File: config.mk
export PLATFORM = sky130hd
export DESIGN_NAME = sync_length_crc16_deframer_flat
export DESIGN_NICKNAME = d
export VERILOG_FILES = /design/src/sv/sldf_pkg.sv /design/src/sv/sldf_if.sv /design/src/sv/sync_length_crc16_deframer.sv /design/src/sv/sldf_core.sv /design/src/flat_wrapper.sv
export SDC_FILE = /design/constraint.sdc
export NUM_CORES = 1
export LEC_CHECK = 0
export ABC_AREA = 1
export BUFFER_PORTS_ARGS = -buffer_cell sky130_fd_sc_hd__buf_2
export CAP_MARGIN = 25
export CORE_MARGIN = 8
export CORE_UTILIZATION = 48
export DETAILED_ROUTE_END_ITERATION = 8
export GPL_TIMING_DRIVEN = 0
export PLACE_DENSITY = 0.67
export SYNTH_ARGS = -nofsm -noshare
export SYNTH_HDL_FRONTEND = slang
export SYNTH_HIERARCHICAL = 1
export SYNTH_SLANG_ARGS = --single-unit
File: constraint.sdc
create_clock -name clk_i -period 6.46 [get_ports clk_i]
set_input_delay 0.323 -clock clk_i [delete_from_list [all_inputs] [get_ports clk_i]]
set_output_delay 0.323 -clock clk_i [all_outputs]
set_load 0.05 [all_outputs]
File: src/sv/sldf_pkg.sv
package sldf_pkg;

  // frame parse phase
  typedef enum logic [2:0] {
    PH_SYNC0   = 3'd0,
    PH_SYNC1   = 3'd1,
    PH_LENLO   = 3'd2,
    PH_LENHI   = 3'd3,
    PH_PAYLOAD = 3'd4,
    PH_CRCLO   = 3'd5,
    PH_CRCHI   = 3'd6
  } phase_e;

  // result event codes
  typedef enum logic [2:0] {
    EV_DATA    = 3'd0,
    EV_GOOD    = 3'd1,
    EV_CRCERR  = 3'd2,
    EV_SYNCERR = 3'd3,
    EV_LENERR  = 3'd4
  } event_e;

  // configuration register indexes
  typedef enum logic [1:0] {
    CFG_SYNC_FIRST  = 2'd0,
    CFG_SYNC_SECOND = 2'd1,
    CFG_MAX_LEN     = 2'd2
  } cfg_idx_e;

  localparam logic [7:0]  SyncFirstRst  = 8'hB5;
  localparam logic [7:0]  SyncSecondRst = 8'h00;
  localparam logic [15:0] MaxLenRst     = 16'd4096;

  // input word
  typedef struct packed {
    logic [7:0] rx_byte;
    logic       chunk_end;
  } in_t;

  // result word
  typedef struct packed {
    event_e      event_res;
    logic [7:0]  data_byte;
    logic [15:0] frame_length;
    logic [15:0] crc_value;
  } out_t;

  // configuration registers as seen by the parser
  typedef struct packed {
    logic [7:0]  sync_first;
    logic [7:0]  sync_second;
    logic [15:0] max_payload_len;
  } cfg_t;

endpackage

File: src/sv/sldf_if.sv
interface sldf_in_if;
  logic           valid;
  logic           ready;
  sldf_pkg::in_t  data;

  modport source (output valid, output data, input ready);
  modport sink   (input valid, input data, output ready);
endinterface

interface sldf_out_if;
  logic           valid;
  logic           ready;
  sldf_pkg::out_t data;

  modport source (output valid, output data, input ready);
  modport sink   (input valid, input data, output ready);
endinterface

File: src/sv/sync_length_crc16_deframer.sv
// path: a byte is taken into an input register, parsed from there by the core and its
// result word, if any, is written into the output register and shown from it
// throughput: one byte per cycle, limited only by the output consumer's ready
// reset (rst_ni low, asynchronous): parser waits for a first sync byte, crc at ffff,
// registers at sync b5/00 and max length 4096, both stages empty
module sync_length_crc16_deframer (
  input  logic        clk_i,
  input  logic        rst_ni,
  input  logic        cfg_we_i,
  input  logic [1:0]  cfg_idx_i,
  input  logic [15:0] cfg_wdata_i,
  sldf_in_if.sink     rx_i,
  sldf_out_if.source  ev_o
);
  import sldf_pkg::*;

  cfg_t cfg_q;
  logic in_valid_q;
  in_t  in_q;
  logic out_valid_q;
  out_t out_q;

  logic out_free;
  logic step;
  logic res_valid;
  out_t res;

  // a parsed word moves on when the output slot is free or being drained
  assign out_free   = !out_valid_q || ev_o.ready;
  assign step       = in_valid_q && out_free;
  assign rx_i.ready = !in_valid_q || step;

  assign ev_o.valid = out_valid_q;
  assign ev_o.data  = out_q;

  // configuration registers
  always_ff @(posedge clk_i or negedge rst_ni) begin
    if (!rst_ni) begin
      cfg_q <= '{sync_first: SyncFirstRst, sync_second: SyncSecondRst,
                 max_payload_len: MaxLenRst};
    end else if (cfg_we_i) begin
      case (cfg_idx_i)
        CFG_SYNC_FIRST:  cfg_q.sync_first      <= cfg_wdata_i[7:0];
        CFG_SYNC_SECOND: cfg_q.sync_second     <= cfg_wdata_i[7:0];
        CFG_MAX_LEN:     cfg_q.max_payload_len <= cfg_wdata_i;
        default:         cfg_q                 <= cfg_q;
      endcase
    end
  end

  // input register
  always_ff @(posedge clk_i or negedge rst_ni) begin
    if (!rst_ni) begin
      in_valid_q <= 1'b0;
    end else if (rx_i.ready) begin
      in_valid_q <= rx_i.valid;
    end
  end

  always_ff @(posedge clk_i) begin
    if (rx_i.valid && rx_i.ready) in_q <= rx_i.data;
  end

  sldf_core u_core (
    .clk_i       (clk_i),
    .rst_ni      (rst_ni),
    .step_i      (step),
    .item_i      (in_q),
    .cfg_i       (cfg_q),
    .res_valid_o (res_valid),
    .res_o       (res)
  );

  // result register
  always_ff @(posedge clk_i or negedge rst_ni) begin
    if (!rst_ni) begin
      out_valid_q <= 1'b0;
    end else if (out_free) begin
      out_valid_q <= step && res_valid;
    end
  end

  always_ff @(posedge clk_i) begin
    if (step && res_valid) out_q <= res;
  end

endmodule

File: src/sv/sldf_core.sv
module sldf_core (
  input  logic           clk_i,
  input  logic           rst_ni,
  input  logic           step_i,
  input  sldf_pkg::in_t  item_i,
  input  sldf_pkg::cfg_t cfg_i,
  output logic           res_valid_o,
  output sldf_pkg::out_t res_o
);
  import sldf_pkg::*;

  localparam logic [15:0] CrcInit = 16'hFFFF;
  localparam logic [15:0] CrcPoly = 16'h1021;

  // crc-16/ccitt-false update over one byte, msb first
  function automatic logic [15:0] crc_upd(input logic [15:0] crc, input logic [7:0] b);
    logic [15:0] c;
    c = crc ^ {b, 8'h00};
    for (int i = 0; i < 8; i++) begin
      if (c[15]) c = {c[14:0], 1'b0} ^ CrcPoly;
      else       c = {c[14:0], 1'b0};
    end
    return c;
  endfunction

  phase_e      phase_q, phase_d;
  logic        sync_match_q, sync_match_d;
  logic [7:0]  length_low_q, length_low_d;
  logic [15:0] payload_len_q, payload_len_d;
  logic [15:0] payload_left_q, payload_left_d;
  logic [15:0] crc_q, crc_d;
  logic [7:0]  crc_low_q, crc_low_d;
  logic        dropping_q, dropping_d;

  logic [7:0]  b;
  logic        last;
  logic [15:0] crc_next;
  logic [15:0] len_rx;
  logic [15:0] left_dec;
  logic        hdr_err;

  assign b        = item_i.rx_byte;
  assign last     = item_i.chunk_end;
  assign crc_next = crc_upd(crc_q, b);
  assign len_rx   = {b, length_low_q};
  assign left_dec = payload_left_q - 16'd1;
  assign hdr_err  = !sync_match_q || (len_rx > cfg_i.max_payload_len);

  // next phase
  always_comb begin
    phase_d = phase_q;
    if (!dropping_q) begin
      case (phase_q)
        PH_SYNC1:   phase_d = PH_LENLO;
        PH_LENLO:   phase_d = PH_LENHI;
        PH_LENHI: begin
          if (hdr_err)             phase_d = PH_SYNC0;
          else if (len_rx == '0)   phase_d = PH_CRCLO;
          else                     phase_d = PH_PAYLOAD;
        end
        PH_PAYLOAD: if (left_dec == '0) phase_d = PH_CRCLO;
        PH_CRCLO:   phase_d = PH_CRCHI;
        PH_CRCHI:   phase_d = PH_SYNC0;
        default:    phase_d = PH_SYNC1;
      endcase
    end
  end

  // datapath state
  always_comb begin
    sync_match_d   = sync_match_q;
    length_low_d   = length_low_q;
    payload_len_d  = payload_len_q;
    payload_left_d = payload_left_q;
    crc_d          = crc_q;
    crc_low_d      = crc_low_q;
    dropping_d     = dropping_q;
    if (dropping_q) begin
      if (last) dropping_d = 1'b0;
    end else begin
      case (phase_q)
        PH_SYNC1: sync_match_d = sync_match_q && (b == cfg_i.sync_second);
        PH_LENLO: begin
          length_low_d = b;
          crc_d        = crc_next;
        end
        PH_LENHI: begin
          payload_len_d = len_rx;
          crc_d         = crc_next;
          if (hdr_err) dropping_d     = !last;
          else         payload_left_d = len_rx;
        end
        PH_PAYLOAD: begin
          crc_d          = crc_next;
          payload_left_d = left_dec;
        end
        PH_CRCLO: crc_low_d = b;
        PH_CRCHI: ;
        default: begin
          sync_match_d = (b == cfg_i.sync_first);
          crc_d        = CrcInit;
        end
      endcase
    end
  end

  // result word
  always_comb begin
    res_valid_o = 1'b0;
    res_o       = '{event_res: EV_DATA, data_byte: 8'h00,
                    frame_length: payload_len_q, crc_value: 16'h0000};
    if (!dropping_q) begin
      case (phase_q)
        PH_LENHI: begin
          res_valid_o        = hdr_err;
          res_o.event_res    = sync_match_q ? EV_LENERR : EV_SYNCERR;
          res_o.frame_length = len_rx;
        end
        PH_PAYLOAD: begin
          res_valid_o     = 1'b1;
          res_o.data_byte = b;
        end
        PH_CRCHI: begin
          res_valid_o     = 1'b1;
          res_o.event_res = ({b, crc_low_q} == crc_q) ? EV_GOOD : EV_CRCERR;
          res_o.crc_value = crc_q;
        end
        default: res_valid_o = 1'b0;
      endcase
    end
  end

  always_ff @(posedge clk_i or negedge rst_ni) begin
    if (!rst_ni) begin
      phase_q        <= PH_SYNC0;
      sync_match_q   <= 1'b1;
      length_low_q   <= '0;
      payload_len_q  <= '0;
      payload_left_q <= '0;
      crc_q          <= CrcInit;
      crc_low_q      <= '0;
      dropping_q     <= 1'b0;
    end else if (step_i) begin
      phase_q        <= phase_d;
      sync_match_q   <= sync_match_d;
      length_low_q   <= length_low_d;
      payload_len_q  <= payload_len_d;
      payload_left_q <= payload_left_d;
      crc_q          <= crc_d;
      crc_low_q      <= crc_low_d;
      dropping_q     <= dropping_d;
    end
  end

endmodule

File: src/flat_wrapper.sv
// flat-port wrapper written by rule: the top's interface ports become plain ports
module sync_length_crc16_deframer_flat import sldf_pkg::*;
  (clk_i, rst_ni, cfg_we_i, cfg_idx_i, cfg_wdata_i, rx_i_valid, rx_i_data, rx_i_ready, ev_o_valid, ev_o_data, ev_o_ready);
  sldf_in_if rx_i_i ();
  sldf_out_if ev_o_i ();
  input  logic clk_i;
  input  logic rst_ni;
  input  logic cfg_we_i;
  input  logic [1:0] cfg_idx_i;
  input  logic [15:0] cfg_wdata_i;
  input wire logic [$bits(rx_i_i.valid)-1:0] rx_i_valid;
  input wire logic [$bits(rx_i_i.data)-1:0] rx_i_data;
  output wire logic [$bits(rx_i_i.ready)-1:0] rx_i_ready;
  output wire logic [$bits(ev_o_i.valid)-1:0] ev_o_valid;
  output wire logic [$bits(ev_o_i.data)-1:0] ev_o_data;
  input wire logic [$bits(ev_o_i.ready)-1:0] ev_o_ready;
  assign rx_i_i.valid = rx_i_valid;
  assign rx_i_i.data = rx_i_data;
  assign rx_i_ready = rx_i_i.ready;
  assign ev_o_valid = ev_o_i.valid;
  assign ev_o_data = ev_o_i.data;
  assign ev_o_i.ready = ev_o_ready;
  sync_length_crc16_deframer u_core (.clk_i(clk_i), .rst_ni(rst_ni), .cfg_we_i(cfg_we_i), .cfg_idx_i(cfg_idx_i), .cfg_wdata_i(cfg_wdata_i), .rx_i(rx_i_i), .ev_o(ev_o_i));
endmodule
Word level (Yosys, flattened, before mapping). Cells that the tools add are included.

Logic and storage cells: 107. Output and inout bits: 45. Flip-flop bits (word level): 155.

$add $sub $neg: 1. Bitwise logic cells: 14. Multiplexer cells: 28. $lt $le $gt $ge: 1. Equality and inequality tests: 13. Reductions and logical operators: 31.

Operators by type and width (number): $mux 13 (8); $pmux 16 s2 (2); $mux 16 (3); $logic_not 16->1 (2); $mux 32 (1); $not 3->3 (8); $pmux 3 s6 (1); $eq 16x16->1 (1); $eq 8x8->1 (2); $gt 16x16->1 (1); $sub 16x1->16 const B (1); $xor 16x16->16 (1); $reduce_and 3->1 (5); $eq 3x3->1 const B (3); $mux 3 (3); $reduce_and 2->1 (4); $eq 3x2->1 const B (2); $mux 1 (6); $pmux 3 s2 (1); $reduce_or 2->1 (3); $reduce_or 3->1 (2); $not 1->1 (5); $reduce_or 5->1 (1); $logic_and 1x1->1 (4); other kinds (11) (18).

Logic depth before layout (Yosys ltp).
Word-level depth: 18. Mapped depth: 17.

Modules after synthesis. The synthesis kept the hierarchy.

Modules (own cells, without submodules): sldf_core (cells an instance 666, area an instance 4818.4 µm², instances 1, sequential area each 1747.9 µm²); sync_length_crc16_deframer (cells an instance 209, area an instance 3050.4 µm², instances 1, sequential area each 2419.8 µm²).

Least setup slack after synthesis. No wires, ideal clock.

Path kind: register to register. From: register u_core/in_q[8] (netlist bit). To: register u_core.out_q (netlist bit u_core/ev_o.data[0]), enable pin. Period minus slack after synthesis: 4.960 ns. Data arrival time: 4.463 ns. Setup time: 0.497 ns. Path slack: 1.500 ns. Stages on the path, launching flop included: 12. Cell sequence: edfxtp_1 ha_1 nand4_1 nor2_1 nand2_1 nand2_1 nand2_1 nand2_1 a22oi_1 nor2_1 inv_1 nor3_1.

Word-level cells in the longest chain between the ends: 5.

RTL lines: start: declaration (RTL line sync_length_crc16_deframer.sv:19) `in_t in_q;`; start signal: assignment (RTL line sync_length_crc16_deframer.sv:61) `if (rx_i.valid && rx_i.ready) in_q <= rx_i.data;`; $gt 16x16->1 (RTL line sldf_core.sv:47) `assign hdr_err = !sync_match_q || (len_rx > cfg_i.max_payload_len);`; $logic_or 1x1->1 (RTL line sldf_core.sv:47); $pmux 1 s2 (RTL line sldf_core.sv:113) `case (phase_q)`; $mux 1 (RTL line sldf_core.sv:112) `if (!dropping_q) begin`; net u_core.res_valid (RTL line sync_length_crc16_deframer.sv:25) `logic res_valid;`; $logic_and 1x1->1 (RTL line sync_length_crc16_deframer.sv:84) `if (step && res_valid) out_q <= res;`; end signal: assignment (RTL line sync_length_crc16_deframer.sv:84); end: declaration (RTL line sync_length_crc16_deframer.sv:21) `out_t out_q;`.

The timed path passes the listed nets, and every way through them passes these cells. A chain may end at the register's enable or synchronous reset.

Final worst setup path.
From: register u_core/in_q[4] (netlist bit). To: register u_core.out_q (netlist bit u_core/ev_o.data[31]), enable pin.

Same word-level chain as after synthesis.

==> results.ini <==
[logic_synthesis]
ys_warn_count = 6
synth_edf_count = 52
ys_seq_area_share_pct = 53.0
synth_cell_types = 45
synth_compound_area_share_pct = 9.10
synthCells = 875
synth-xor-area-share_pct = 4.74
postSynth.asyncResetShare_pct = 66.5
ys_ff_latch = 155
synth_nets = 925
netlist_area_sq_um = 7870
yosys.area_share.simple_pct = 22.6
avgSynthCellArea_sq_um = 8.99
synth_ff_type = dfrtp_1
synthMuxAreaShare_pct = 1.27
synth_fa_ha_area_share_pct = 2.86
synth_top_family_by_area = simple AND/OR/NAND/NOR gates

[sta]
drv_slew = 0
rsz0062_at_grt = false
fin_crit_ns = 3.50
holdWs_ns = -0.00441
setup_violations = 0
period_share_pct = 54.2
relSlewSlack_pct = 46.2
final_hold_viol_count = 2
worst_slack_ns = 2.96
tightestPinTransition_ns = 0.807
skew_ns = 0.0104
fmax_mhz = 285

[detailed_routing]
drt_iter0_markers = 534
via_count = 6251
wl_per_cell_um = 15.8
drtPass1Iterations = 6
final_antenna_net_count = 0
wirelength_um = 19000
viasPerCell = 5.19
drcViolationCount = 0

[clock_network]
clock_path_buffers = 2
cts_tree = yes
cts_hold_buf = 0
post_cts_resized = 0
htreeDepth = 4
clock-sinks = 155
cts.reportedPaths.clkPinSlew_ns = 0.06
clock_latency_ns = 0.43
postCtsSetupBuffers = 0
cts_root_buffer = clkbuf_16
numCtsBuffers = 17

[place]
pre_cts_ws_ns = 2.91
dp_cells = 1173
place_congestion = 0.860
numPortBuffers = 74
hpwlAfterDp_um = 13800

[pwr]
power_density_nw_per_um2 = 481
p_sw_share_pct = 41.7
report.power.total_uw = 4410
pwr-share-seq_pct = 36.9
power_frac_clock_pct = 22.3
pwr-share-comb_pct = 40.8
leakagePower_uw = 0.00436
ir_drop_v = 0.000217
p_sw_uw = 1840
p_int_uw = 2570

[floorplan]
fp.coreArea_sq_um = 16300
io_pins = 77
fp.dieH_um = 144
dieArea_sq_um = 20700
rows = 47
die_x_um = 144
start_util_pct = 48.3

[cells_and_area]
antennaDiodeCount = 0
nets = 1022
num-fill-cells = 1477
regArea_sq_um = 4170
multi_input_area_sq_um = 3200
drive_gt1_share_pct = 19.4
layoutNonFillerInstCount = 1205
area_growth_pct = 16.5

[job]
maxCapViolCount = 0

[global_routing]
grt_remaining_overflow = 0
groute.usage.overall_pct = 19.7
antenna_found_initial = 0
grt_pass1_vias = 6231
grt_max_degree = 59
grt_pass1_wl_um = 31400

[critical_path]
criticalPathCategory = flip-flop to flip-flop
start_kind = flip-flop
crit_fanout = 14
worstReg2RegStart = u_core/in_q[4]
required_ns = 6.59
end_kind = flip-flop
cp.arrival_ns = 3.63
cp-startpoint = u_core/in_q[4]

[hold_path]
hold_path.class = input port to async pin

[status]
run_status = complete, but fails checks
violations = hold timing

## metal layers
layer / up-vias / wire length [um] / share of wire, % / global-route usage (%)
met4: 0 / 500 / 2.6 / 9.30
met3: 37 / 1260 / 6.6 / 4.19
met2: 219 / 8400 / 44 / 29.8
li1: 3107 / - / - / -
met1: 2888 / 8880 / 47 / 26.5
met5: - / 0 / 0 / 0
## cells in the mapped netlist (all sizes together) (2+ instances only)
cell	instances	area, sq um
a21oi	16	80.1
a22oi	6	45.0
a32oi	2	17.5
buf	21	139
clkbuf	9	33.8
dfrtp	80	2000
dfstp	23	604
edfxtp	52	1560
ha	18	225
inv	90	338
mux2i	10	100
nand2	241	927
nand3	26	155
nand3b	6	45.0
nand4	32	200
nor2	71	303
nor3	16	96.4
nor4	4	25.0
o21ai	90	450
o22ai	11	68.8
or2	4	25.0
xnor2	17	164
xor2	23	209
## final cells by class
| type | count | area share (%) |
|---|---|---|
| plain buffers | 30 | 1.88 |
| clock buffers | 18 | 4.79 |
| clock inverters | 14 | 1.54 |
| inverters | 90 | 3.69 |
| multi-input cells | 600 | 34.9 |
| flip-flops and latches | 155 | 45.5 |
| well taps | 220 | 3.00 |
| repair buffers | 78 | 4.74 |
## placed cells by master, fill, tap and decap left out, types with 16 or more instances in the layout
cell	synthesis	routed
o21ai_1	59	59
dfrtp_1	80	80
ha_1	18	18
buf_2	12	85
nand3_1	24	24
o21ai_0	31	31
nand2_1	234	234
a21oi_1	16	16
clkbuf_16	0	17
edfxtp_1	52	52
xor2_1	22	22
nand4_1	32	32
dfstp_2	23	23
inv_1	76	76
nor2_1	64	64
## worst paths after layout
check	to	slack, ns	cells past startpoint
worst max-delay path	u_core/ev_o.data[31]	2.96	16
worst min-delay path	u_core/cfg_q[1]	-0.004	1
worst max register to register	u_core/ev_o.data[31]	2.96	16
worst min register to register	u_core/cfg_q[12]	0.46	2
max in group asynchronous	u_core/u_core/crc_q[0]	5.72	2
min in group clk_i	u_core/in_q[1]	0.07	1
## registers in the layout, indices dropped and copies added (netlist names)
signal                        cells
u_core/cfg_q                     32
u_core/u_core/dropping_q          1
u_core/ev_o.data                 43
u_core/u_core/length_low_q        8
u_core/u_core/phase_q             3
u_core/u_core/payload_left_q     16
u_core/u_core/sync_match_q        1
u_core/in_q                       9
u_core/in_valid_q                 1
u_core/u_core/crc_low_q           8
u_core/u_core/crc_q              16
u_core/ev_o.valid                 1
u_core/u_core/payload_len_q      16
## logic make-up after synthesis
logic type	after synthesis
fa+ha+maj	18
flops	155
mux	10
buf+inv	120
simple gates	400
xor+xnor	40
compound gates	132
## critical path, stage by stage, from the launching register on
cell,delay [ns]
edfxtp_1,0.53
ha_1,0.38
nand2_1,0.06
inv_1,0.06
nand3_1,0.06
nor2_1,0.21
nand2_1,0.08
nand2_1,0.06
nand2_1,0.10
nand2_1,0.10
a22oi_1,0.06
nor2_1,0.12
inv_1,0.10
nor3_2,0.63
buf_6,0.26
buf_6,0.19
buf_6,0.18
## power groups by stage
stage,clock (uW),sequential [uW],combinational [uW]
detailed placement,0,1640,1790
global placement,0,1650,1740
floorplan,0,1750,1230
finish,982,1630,1800
CTS,1000,1630,1800
global route,1050,1670,2030
## per-stage QoR
stage / hold WS, ns / area [sq um] / utilization [%] / setup TNS, ns
floorplan: 0.0274 / 7870 / - / 0
global placement: 0.451 / 8510 / 52.3 / -14.48
detailed placement: 0.453 / 8580 / 52.7 / 0
CTS: 0.0134 / 9160 / 56.3 / 0
global route: 0.0498 / 9160 / 56.3 / 0
finish: -0.00441 / 9160 / 56.3 / 0
Power figures use the tool's default switching activity.
